==> src/rtl/core/assert_macros.svh <==
// ----------------------------------------------------------------------------
// Assertion macros
// Shared concurrent assertion forms, clocked on clk_i and off in reset.
// ----------------------------------------------------------------------------
`ifndef ASSERT_MACROS_SVH
`define ASSERT_MACROS_SVH

// Property must hold at every edge out of reset.
`define ASSERT_ALWAYS(lbl, prop, msg) \
  lbl: assert property (@(posedge clk_i) disable iff (!rst_ni) (prop)) else $error(msg);

// Consequent must hold in the cycle after the antecedent.
`define ASSERT_NEXT(lbl, ante, cons, msg) \
  lbl: assert property (@(posedge clk_i) disable iff (!rst_ni) (ante) |=> (cons)) \
    else $error(msg);

`endif

==> src/rtl/core/bodg_pkg.sv <==
`timescale 1ns / 1ps
// ----------------------------------------------------------------------------
// bodg_pkg
// Types and constants of the band onset detector with beat grouping.
// ----------------------------------------------------------------------------
package bodg_pkg;

  localparam int unsigned NumBands = 32;
  localparam int unsigned BandAw   = (NumBands > 1) ? $clog2(NumBands) : 1;

  // result queue
  localparam int unsigned OutDepth = 2;
  localparam int unsigned OutCntW  = $clog2(OutDepth + 1);
  localparam int unsigned OutPtrW  = (OutDepth > 1) ? $clog2(OutDepth) : 1;

  // request codes
  localparam logic ReqSample = 1'b0;
  localparam logic ReqFlush  = 1'b1;

  // register indexes
  localparam int unsigned CfgIdxW = 2;
  localparam logic [CfgIdxW-1:0] CfgDecay     = 2'd0;
  localparam logic [CfgIdxW-1:0] CfgResetRate = 2'd1;
  localparam logic [CfgIdxW-1:0] CfgMinGap    = 2'd2;

  // register reset values: decay 0.97 in Q0.16, rate 1.5 in Q8.8
  localparam logic [15:0] DecayRst     = 16'd63570;
  localparam logic [15:0] ResetRateRst = 16'd384;
  localparam logic [7:0]  MinGapRst    = 8'd1;

  localparam logic [47:0] SumMax = 48'h7FFF_FFFF_FFFF;

  typedef struct packed {
    logic               req_type;
    logic [4:0]         band_index;
    logic signed [31:0] sample;
    logic               last_band;
  } in_item_t;

  typedef struct packed {
    logic signed [47:0] group_value;
    logic [31:0]        group_frame;
    logic               empty_marker;
  } out_item_t;

endpackage

==> src/rtl/core/bodg_out_fifo.sv <==
`timescale 1ns / 1ps
// ----------------------------------------------------------------------------
// bodg_out_fifo
// Small result queue that parts the processing stage from the output stall.
// ----------------------------------------------------------------------------
module bodg_out_fifo import bodg_pkg::*; (
  input  logic               clk_i,
  input  logic               rst_ni,
  input  logic               push_i,
  input  out_item_t          push_item_i,
  input  logic               pop_i,
  output logic               valid_o,
  output out_item_t          item_o,
  output logic [OutCntW-1:0] count_o
);

  out_item_t            mem_q [OutDepth];
  logic [OutPtrW-1:0]   wr_ptr_q, wr_ptr_d;
  logic [OutPtrW-1:0]   rd_ptr_q, rd_ptr_d;
  logic [OutCntW-1:0]   cnt_q, cnt_d;
  logic                 do_pop;

  assign do_pop  = pop_i && (cnt_q != '0);
  assign valid_o = (cnt_q != '0);
  assign item_o  = mem_q[rd_ptr_q];
  assign count_o = cnt_q;

  always_comb begin
    wr_ptr_d = wr_ptr_q;
    rd_ptr_d = rd_ptr_q;
    cnt_d    = cnt_q;
    if (push_i) begin
      wr_ptr_d = (32'(wr_ptr_q) == OutDepth - 1) ? '0 : wr_ptr_q + 1'b1;
    end
    if (do_pop) begin
      rd_ptr_d = (32'(rd_ptr_q) == OutDepth - 1) ? '0 : rd_ptr_q + 1'b1;
    end
    cnt_d = cnt_q + OutCntW'(push_i) - OutCntW'(do_pop);
  end

  always_ff @(posedge clk_i or negedge rst_ni) begin
    if (!rst_ni) begin
      wr_ptr_q <= '0;
      rd_ptr_q <= '0;
      cnt_q    <= '0;
    end else begin
      wr_ptr_q <= wr_ptr_d;
      rd_ptr_q <= rd_ptr_d;
      cnt_q    <= cnt_d;
    end
  end

  always_ff @(posedge clk_i) begin
    if (push_i) begin
      mem_q[wr_ptr_q] <= push_item_i;
    end
  end

endmodule

==> src/rtl/core/band_onset_detect_group.sv <==
`timescale 1ns / 1ps
// ----------------------------------------------------------------------------
// band_onset_detect_group
// Per-band decaying-threshold onset detector that merges beats into groups.
// ----------------------------------------------------------------------------
//  channel | direction | handshake              | payload
//  --------+-----------+------------------------+------------------------------
//  in      | input     | in_valid_i / in_stall_o | in_item_i  (in_item_t)
//  out     | output    | out_valid_o/out_stall_i | out_item_o (out_item_t)
//  cfg     | input     | cfg_valid_i/cfg_ready_o | cfg_index_i, cfg_data_i
//
//  One item per cycle sustained while the output is not stalled. A result item
//  is computed in the update stage from its registered input item and written
//  into the result queue, from which it is offered. The rate is set by the
//  threshold read-modify-write: a registered read of the threshold memory,
//  then compare, update and write back, with the value just written forwarded
//  to an item of the same band in the next cycle.
//  Reset and flush clear the thresholds at once through per-band valid bits;
//  there is no clearing pass. A two-entry result queue holds results under
//  output stall; input stalls only when that queue could overflow.
// ----------------------------------------------------------------------------
`include "assert_macros.svh"

module band_onset_detect_group import bodg_pkg::*; (
  input  logic               clk_i,
  input  logic               rst_ni,
  // input items
  input  logic               in_valid_i,
  output logic               in_stall_o,
  input  in_item_t           in_item_i,
  // result items
  output logic               out_valid_o,
  input  logic               out_stall_i,
  output out_item_t          out_item_o,
  // configuration writes
  input  logic               cfg_valid_i,
  output logic               cfg_ready_o,
  input  logic [CfgIdxW-1:0] cfg_index_i,
  input  logic [15:0]        cfg_data_i
);

  // --------------------------------------------------------------------------
  // Configuration registers
  // --------------------------------------------------------------------------
  logic [15:0] decay_q;
  logic [15:0] rate_q;
  logic [7:0]  min_gap_q;

  assign cfg_ready_o = 1'b1;

  always_ff @(posedge clk_i or negedge rst_ni) begin
    if (!rst_ni) begin
      decay_q   <= DecayRst;
      rate_q    <= ResetRateRst;
      min_gap_q <= MinGapRst;
    end else if (cfg_valid_i && cfg_ready_o) begin
      unique case (cfg_index_i)
        CfgDecay:     decay_q   <= cfg_data_i;
        CfgResetRate: rate_q    <= cfg_data_i;
        CfgMinGap:    min_gap_q <= cfg_data_i[7:0];
        default:      ; // writes beyond the register list are dropped
      endcase
    end
  end

  // --------------------------------------------------------------------------
  // Handshake and result queue
  // --------------------------------------------------------------------------
  logic               in_acc;
  logic               out_pop;
  logic [OutCntW-1:0] q_cnt;
  logic [OutCntW:0]   q_occ;
  logic               push;
  out_item_t          push_item;

  logic               s1_vld_q;
  in_item_t           s1_item_q;

  assign out_pop = out_valid_o && !out_stall_i;
  // Worst case every item in flight yields one result: keep room for all.
  assign q_occ      = (OutCntW + 1)'(q_cnt) + (OutCntW + 1)'(s1_vld_q)
                      - (OutCntW + 1)'(out_pop);
  assign in_stall_o = (32'(q_occ) >= OutDepth);
  assign in_acc     = in_valid_i && !in_stall_o;

  bodg_out_fifo u_out_fifo (
    .clk_i       (clk_i),
    .rst_ni      (rst_ni),
    .push_i      (push),
    .push_item_i (push_item),
    .pop_i       (out_pop),
    .valid_o     (out_valid_o),
    .item_o      (out_item_o),
    .count_o     (q_cnt)
  );

  // --------------------------------------------------------------------------
  // Threshold memory: read on acceptance, written back from the update stage
  // --------------------------------------------------------------------------
  logic [31:0]         thr_mem [NumBands];
  logic [31:0]         thr_rdata_q;
  logic [NumBands-1:0] thr_vld_q;
  logic                fwd_q;
  logic [31:0]         fwd_data_q;

  logic [BandAw-1:0]   in_addr;
  logic [BandAw-1:0]   s1_addr;
  logic                thr_we;
  logic [31:0]         thr_new;
  logic                thr_clr;

  assign in_addr = BandAw'(in_item_i.band_index);
  assign s1_addr = BandAw'(s1_item_q.band_index);

  always_ff @(posedge clk_i) begin
    if (thr_we) begin
      thr_mem[s1_addr] <= thr_new;
    end
    if (in_acc) begin
      thr_rdata_q <= thr_mem[in_addr];
    end
  end

  always_ff @(posedge clk_i or negedge rst_ni) begin
    if (!rst_ni) begin
      thr_vld_q <= '0;
      fwd_q     <= 1'b0;
      s1_vld_q  <= 1'b0;
    end else begin
      if (thr_clr) begin
        thr_vld_q <= '0;
      end else if (thr_we) begin
        thr_vld_q[s1_addr] <= 1'b1;
      end
      // forward the write-back when the next item reads the same band
      fwd_q    <= in_acc && thr_we && (in_addr == s1_addr);
      s1_vld_q <= in_acc;
    end
  end

  always_ff @(posedge clk_i) begin
    fwd_data_q <= thr_new;
    if (in_acc) begin
      s1_item_q <= in_item_i;
    end
  end

  // --------------------------------------------------------------------------
  // Update stage: beat test, threshold update, grouping
  // --------------------------------------------------------------------------
  logic [31:0] frame_q, frame_d;
  logic        open_q, open_d;
  logic [31:0] start_q, start_d;
  logic [31:0] last_q, last_d;
  logic [47:0] sum_q, sum_d;

  logic        is_flush;
  logic        band_ok;
  logic [31:0] thr_cur;
  logic        pos;
  logic        beat;
  logic [47:0] dec_prod;
  logic [31:0] decayed;
  logic [46:0] raise_prod;
  logic [31:0] raised;
  logic [31:0] gap;
  logic        split;
  logic [48:0] sum_add;
  logic [47:0] sum_sat;
  logic [47:0] smp_ext;

  assign is_flush = (s1_item_q.req_type == ReqFlush);
  assign band_ok  = (32'(s1_item_q.band_index) < NumBands);
  assign thr_cur  = fwd_q ? fwd_data_q : (thr_vld_q[s1_addr] ? thr_rdata_q : '0);

  // thresholds are never negative, so only positive samples can beat
  assign pos  = !s1_item_q.sample[31];
  assign beat = pos && ({1'b0, s1_item_q.sample[30:0]} > thr_cur);

  assign dec_prod   = 48'(thr_cur) * 48'(decay_q);
  assign decayed    = dec_prod[47:16];
  assign raise_prod = 47'(s1_item_q.sample[30:0]) * 47'(rate_q);
  assign raised     = !pos ? '0 : ((|raise_prod[46:40]) ? '1 : raise_prod[39:8]);
  assign thr_new    = (decayed > raised) ? decayed : raised;

  assign thr_we  = s1_vld_q && !is_flush && band_ok;
  assign thr_clr = s1_vld_q && is_flush;

  assign gap     = frame_q - last_q;
  assign split   = open_q && (gap > 32'(min_gap_q));
  assign smp_ext = 48'(s1_item_q.sample[30:0]);
  assign sum_add = 49'(sum_q) + 49'(smp_ext);
  assign sum_sat = (sum_add > 49'(SumMax)) ? SumMax : sum_add[47:0];

  always_comb begin
    frame_d = frame_q;
    open_d  = open_q;
    start_d = start_q;
    last_d  = last_q;
    sum_d   = sum_q;
    push    = 1'b0;
    push_item.group_value  = sum_q;
    push_item.group_frame  = start_q;
    push_item.empty_marker = 1'b0;

    if (s1_vld_q) begin
      if (is_flush) begin
        // emit the open group or a zero record, then drop all state
        push = 1'b1;
        if (!open_q) begin
          push_item.group_value  = '0;
          push_item.group_frame  = '0;
          push_item.empty_marker = 1'b1;
        end
        frame_d = '0;
        open_d  = 1'b0;
        start_d = '0;
        last_d  = '0;
        sum_d   = '0;
      end else begin
        if (band_ok && beat) begin
          // a beat past the gap closes the open group and starts a new one
          push   = split;
          open_d = 1'b1;
          last_d = frame_q;
          if (!open_q || split) begin
            start_d = frame_q;
            sum_d   = smp_ext;
          end else begin
            sum_d = sum_sat;
          end
        end
        if (s1_item_q.last_band) begin
          frame_d = frame_q + 32'd1;
        end
      end
    end
  end

  always_ff @(posedge clk_i or negedge rst_ni) begin
    if (!rst_ni) begin
      frame_q <= '0;
      open_q  <= 1'b0;
      start_q <= '0;
      last_q  <= '0;
      sum_q   <= '0;
    end else begin
      frame_q <= frame_d;
      open_q  <= open_d;
      start_q <= start_d;
      last_q  <= last_d;
      sum_q   <= sum_d;
    end
  end

  // --------------------------------------------------------------------------
  // Assertions
  // --------------------------------------------------------------------------
  `ASSERT_ALWAYS(a_queue_room, (32'(q_cnt) + 32'(s1_vld_q)) <= OutDepth, "result queue overrun")
  `ASSERT_NEXT(a_flush_clears, thr_clr, (thr_vld_q == '0) && !open_q && (frame_q == '0), "flush left state behind")
  `ASSERT_ALWAYS(a_sum_bound, sum_q <= SumMax, "group sum above saturation limit")

endmodule
==> config.mk <==
export PLATFORM = sky130hd
export DESIGN_NAME = band_onset_detect_group
export DESIGN_NICKNAME = d
export VERILOG_FILES = /design/src/rtl/core/bodg_pkg.sv /design/src/rtl/core/bodg_out_fifo.sv /design/src/rtl/core/band_onset_detect_group.sv
export VERILOG_INCLUDE_DIRS = /design/src /design/src/rtl/core
export SDC_FILE = /design/constraint.sdc
export NUM_CORES = 2
export LEC_CHECK = 0
export BUFFER_PORTS_ARGS = -buffer_cell sky130_fd_sc_hd__buf_2
export CAP_MARGIN = 20
export CORE_MARGIN = 2
export CORE_UTILIZATION = 50
export CTS_CLUSTER_SIZE = 20
export DETAILED_ROUTE_END_ITERATION = 16
export PLACE_DENSITY = 0.66
export SYNTH_ARGS = -nofsm -noshare
export SYNTH_HDL_FRONTEND = slang
export SYNTH_SLANG_ARGS = --single-unit
==> constraint.sdc <==
create_clock -name clk_i -period 17.9 [get_ports clk_i]
set_input_delay 3.58 -clock clk_i [delete_from_list [all_inputs] [get_ports clk_i]]
set_output_delay 3.58 -clock clk_i [all_outputs]
set_load 0.005 [all_outputs]
## After elaboration in Yosys (flattened, before gate mapping)

Memory sizes are Yosys's and may differ from the RTL's. A register that Yosys moved wholly into a read port is not among the register bits.
Cells that the tools add are included.

- Bitwise gates (word level): 1
- Order comparisons: 7
- Equal/unequal tests: 3
- $add $sub $neg: 9
- $mul: 2
- Reduce and logical (&&, ||, !) cells: 29
- Multiplexer cells: 36

Operator list:

| cell | count |
|---|---|
| $mux 32 | 14 |
| $mux 81 | 3 |
| $mux 48 | 4 |
| $add 48x31->49 | 1 |
| $gt 49x47->1 const B | 1 |
| $mul 32x16->48 | 1 |
| $mul 31x16->47 | 1 |
| $add 32x1->32 const B | 1 |
| $gt 31x32->1 | 1 |
| $gt 32x32->1 | 1 |
| $gt 32x8->1 | 1 |
| $or 32x32->32 | 1 |
| $sub 32x32->32 | 1 |
| $mux 1 | 13 |
| $logic_and 1x1->1 | 10 |
| $reduce_and 2->1 | 5 |
| $reduce_bool 2->1 | 5 |
| $reduce_or 7->1 | 1 |
| $lt 5x6->1 const B | 1 |
| $bmux 1 s5 | 1 |
| $demux 1 s5 | 1 |
| $eq 5x5->1 | 1 |
| $ge 5x1->1 const B | 1 |
| $logic_not 1->1 | 5 |
| 11 further kinds | 12 |

- Word-level logic and storage cells: 108
- Memories: 2
- Bits in registers: 294
- Input bits: 62
- Output and inout port bits: 84
- RAM bits: 1186

Memories:

| memory | depth | width | rd ports | clocked after Yosys merged registers in | wr ports | line | RTL |
|---|---|---|---|---|---|---|---|
| thr_mem | 32 | 32 | 1 | 1 | 1 | band_onset_detect_group.sv:100 | `logic [31:0] thr_mem [NumBands];` |
| u_out_fifo.mem_q | 2 | 81 | 1 | 0 | 1 | bodg_out_fifo.sv:17 | `out_item_t mem_q [OutDepth];` |

## Longest topological paths before layout

- Depth in word-level cells: 11
- Depth in mapped cells: 47
- Gate-level depth less buffers: 41

## Modules after synthesis

A second synthesis with hierarchy kept.

- Cells, all modules: 7515
- Area total of the unflattened synthesis: 96374.9 um2

Modules (own cells, without submodules):

| module | seq. area each (um2) | times used | area an instance (um2) | cells each |
|---|---|---|---|---|
| band_onset_detect_group | 39016.2 | 1 | 89936.3 | 7247 |
| bodg_out_fifo | 4964.8 | 1 | 6438.7 | 268 |

## Worst setup path after synthesis

Ideal clock, no wire load.

- Path type: register to register
- Start: reg s1_item_q, in the netlist s1_addr[2]
- End: mem thr_mem[0][31] (data pin)
- Required time: 17352 ps
- Arrival time: 11590 ps
- Stages on the path, launching flop included: 44
- Buffers on the path: 6
- Slack: 5761 ps
- Library setup time: 548 ps
- Clock period less this slack: 12139 ps
- Path through: edfxtp_1 > clkbuf_1 > or3b_2 > clkbuf_1 > o22ai_1 > nor4_1 > o22ai_2 > clkbuf_1 > a22o_1 > clkbuf_1 > nand2_1 > fa_1 > fa_1 > fa_1 > inv_1 > fa_1 > fa_1 > inv_1 > [8 not listed] > a21oi_1 > nand2_1 > a21oi_1 > o21ai_0 > a21oi_1 > xnor2_1 > ha_1 > a21o_1 > a21o_1 > a21oi_1 > o21ai_0 > a21o_1 > a21oi_1 > o21ai_0 > a31oi_1 > clkbuf_1 > a21oi_1 > nor4_1

- Cells in the longest elaborated chain, start to end: 7

Ends and longest elaborated chain:

| element | line | RTL |
|---|---|---|
| from (decl) | band_onset_detect_group.sv:77 | `in_item_t s1_item_q;` |
| from (signal assigned) | band_onset_detect_group.sv:144 | `s1_item_q <= in_item_i;` |
| $bmux 1 s5 (*) | band_onset_detect_group.sv:174 | `assign thr_cur = fwd_q ? fwd_data_q : (thr_vld_q[s1_addr] ? thr_rdata_q : '0);` |
| $mux 1 (implied by the code) (*) | band_onset_detect_group.sv:174 |  |
| $mux 32 (*) (2 in a row) | band_onset_detect_group.sv:174 |  |
| $mul 32x16->48 (*) | band_onset_detect_group.sv:180 | `assign dec_prod = 48'(thr_cur) * 48'(decay_q);` |
| $gt 32x32->1 | band_onset_detect_group.sv:184 | `assign thr_new = (decayed > raised) ? decayed : raised;` |
| $mux 32 (*) | band_onset_detect_group.sv:184 |  |
| net thr_new[31] | band_onset_detect_group.sv:109 | `logic [31:0] thr_new;` |
| to (decl) | band_onset_detect_group.sv:100 |  |

The timed path passes the listed nets; every way through them passes the cells marked *. The select of a mux whose other input is x is not followed.

## Final worst setup path

- Start: reg s1_item_q, in the netlist s1_addr[1]
- End: mem thr_mem[25][24] (data pin)

The elaborated chain is that of the path after synthesis.

==> impl_metrics.csv <==
group,metric,value,unit
run_status,status,"completed",
timing,relSlewSlack,20.6,%
drt,totalWireLength,265000,µm
synth,syn_inst,7379,
min_path,holdPathStages,1,
global_route,grt_max_degree,91,
global_route,antenna_found_initial,6,
min_path,hp-class,"reg -> reg",
worst_setup_path,worst-setup-path-type,"reg -> reg",
timing,rsz0062_at_grt,"false",
global_route,track_usage,27.9,%
floorplanning,start_util,50.2,%
floorplanning,num_rows,160,
drt,wl_per_cell,26.3,µm
drt,drc,0,
timing,tns,0,ns
timing,max_freq,0.0710,GHz
drt,num_vias,60300,
synth,synthFlopType,"edfxtp_1",
worst_setup_path,r2r_cells,38,
cts,numCtsBuffers,155,
placed_design,place_inst,9815,
floorplanning,die_height,440,µm
cts,clk_latency,0.82,ns
cts,cts_buffer_depth,3,
cts,cts_root_buf,"clkbuf_16",
flow_run,cap_violations,0,
cts,htreeDepth,4,
placed_design,post-dp-hpwl,169000,µm
timing,max_slew.worst_pin.slew,1.19,ns
timing,clock_skew,0.0596,ns
synth,synth_top_area_share,39.6,%
synth,yosys_warnings,0,
synth,async_flop_share,14.7,%
worst_setup_path,cp_max_fo,39,
timing,setup_viol,0,
placed_design,port_buffers,144,
global_route,grt_overflow,0,
cells_and_area,layout.nets,8729,
cts,cts-hold-fix-buffers,0,
synth,ys_types,84,
synth,synth_largest_area_cell,"edfxtp_1",
timing,hold_viol_final,0,
min_path,min_from,"thr_vld_q[29]",
synth,yosys-top-cells-area,"edfxtp_1 40%, fa_1 17%, mux4_2 7.6%, dfrtp_1 5.6%, ha_1 4.9%",
worst_setup_path,r2r-end,"thr_mem[25][24]",
drt,viasPerCell,5.96,
worst_setup_path,critPathSlowestCell,"edfxtp_1",
cts,cts-resized-gates,0,
floorplanning,fp.dieArea,0.194,mm²
cells_and_area,final_util,55.2,%
synth,syn_area,0.0952,mm²
drt,drtIter0Drc,5957,
worst_setup_path,crit_path_start_kind,"flip-flop",
worst_setup_path,r2r_start,"s1_addr[1]",
worst_setup_path,crit_buf_inv,8,
synth,syn_area_per_cell,12.9,µm²
floorplanning,core_area,0.190,mm²
worst_setup_path,required,18.35,ns
synth,synth_edf_count,1257,
floorplanning,die_x,440,µm
worst_setup_path,max_stage_delay,1.08,ns
synth,ys_seq_elements,1512,
synth,synthesis.nets,8634,
cells_and_area,finalNonFillerCells,10100,
timing,period_share,78.7,%
timing,slew_violations,0,
worst_setup_path,crit_top_cell,"fa_1",
synth,synth.yosys.seq_area_share,46.2,%
cells_and_area,area_delta_synth_final,9.97,%
cts,path_clk_slew,0.06,ns
cts,postCtsSetupRepairBufs,0,
worst_setup_path,arrival,14.54,ns
cts,cts_tree,"yes",
global_route,grt_first_pass_wirelength,400000,µm
floorplanning,pin_count,146,
cells_and_area,drive_gt1_share,14.6,%
global_route,grt_pass1_vias,62500,
worst_setup_path,cp_top_family,"compound AO/OA/AOI/OAI gates",
worst_setup_path,regToRegSetupSlack,3.81,ns
timing,timing.hold.ws,0.475,ns
min_path,hold_end,"thr_vld_q[29]",
placed_design,gp_congestion,0.958,
timing,min_period,14.09,ns
drt,drtPass1Iterations,5,
worst_setup_path,critPathCaptureType,"flip-flop",
cts,numClockSinks,1512,
drt,antenna_left,0,
==> cells by family after synthesis <==
logic type / synth area share [%]
simple gates: 9.02
flops: 46.2
buf+inv: 5.47
fa+ha+maj: 22.2
compound gates: 6.09
mux: 9.62
xor+xnor: 1.43
other cells: 0.00394
==> layer usage <==
layer	GRT usage, %	wire, µm
met1	37.8	106000
met2	45.9	128000
met3	4.63	21500
met4	9.47	9470
met5	0	7
==> worst register-to-register path: cells and delay by family, from the launching register on <==
family | cells | cell delay [ns]
AOI/OAI and AO/OA | 13 | 5.13
xor gates and xnor gates | 1 | 0.51
adders and majority gates | 8 | 3.74
buffers and inverters | 8 | 1.56
DFF | 1 | 1.08
muxes | 1 | 0.24
and+or+nand+nor | 7 | 1.47
==> placed cells by master, fill, tap and decap left out, types with 53 or more instances in the layout <==
cell,n
buf_4,136
a21o_1,141
dfrtp_1,210
xor2_1,72
a21oi_1,185
a22o_1,96
ha_1,370
and2_1,487
edfxtp_1,1257
mux4_2,320
mux2_2,154
xnor2_1,83
clkbuf_16,156
nand4_1,53
buf_2,138
nand3_1,63
fa_1,823
inv_1,1009
o21ai_0,198
nor2_1,121
nand2_1,813
==> worst max path at each step <==
stage | start | end | cells after the start | slack, ns
2_1_floorplan | s1_addr[2] | thr_mem[0][31] | 43 | 5.76
3_3_place_gp | s1_addr[1] | thr_mem[10][16] | 37 | 3.95
3_5_place_dp | s1_addr[1] | thr_mem[14][18] | 40 | 4.05
4_1_cts | s1_addr[1] | thr_mem[12][19] | 40 | 3.98
5_1_grt | s1_addr[1] | thr_mem[26][24] | 41 | 3.21
6_report | s1_addr[1] | thr_mem[25][24] | 38 | 3.81
==> synthesized netlist by cell type, types with 30 or more instances <==
cell      instances
edfxtp_1       1257
inv_1          1010
fa_1            823
nand2_1         814
and2_1          487
ha_1            370
clkbuf_1        327
mux4_2          320
o21ai_0         216
dfrtp_1         212
a21oi_1         186
nor2_1          156
mux2_2          154
a21o_1          141
a22o_1           96
xnor2_1          83
xor2_1           72
nand3_1          63
nand4_1          53
nor3_1           49
dfxtp_1          32
buf_1            30
==> through the flow <==
stage | instance area, µm² | setup WS [ns]
after floorplan | 95200 | 5.76
after global placement | 99100 | 3.95
after detailed placement | 99400 | 4.05
after CTS | 104000 | 3.98
after global routing | 105000 | 3.21
final | 105000 | 3.81
==> registers in the layout, summed over array words and instances (netlist names) <==
name	cells
frame_q	32
s1_item_q	33
thr_vld_q	32
is_flush	1
u_out_fifo.count_o	2
thr_mem	1024
thr_rdata_q	32
u_out_fifo.rd_ptr_q	1
start_q	32
fwd_q	1
last_q	32
decay_q	16
s1_addr	5
sum_q	48
s1_vld_q	1
u_out_fifo.mem_q	162
fwd_data_q	32
open_q	1
u_out_fifo.wr_ptr_q	1
min_gap_q	8
rate_q	16
==> cell type report <==
cell class	count	area (µm²)
multi-input combinational	4489	46400
antenna	2	5.00
fill	15500	85100
clock buffer	208	4230
sequential	1512	44000
clock inverter	72	792
timing repair buffer	305	2310
inverter	1011	3790
tap	2511	3140
Power is left out: the tool's default activity adds up to more than one toggle a clock period on the data nets, which glitch-free logic cannot reach.
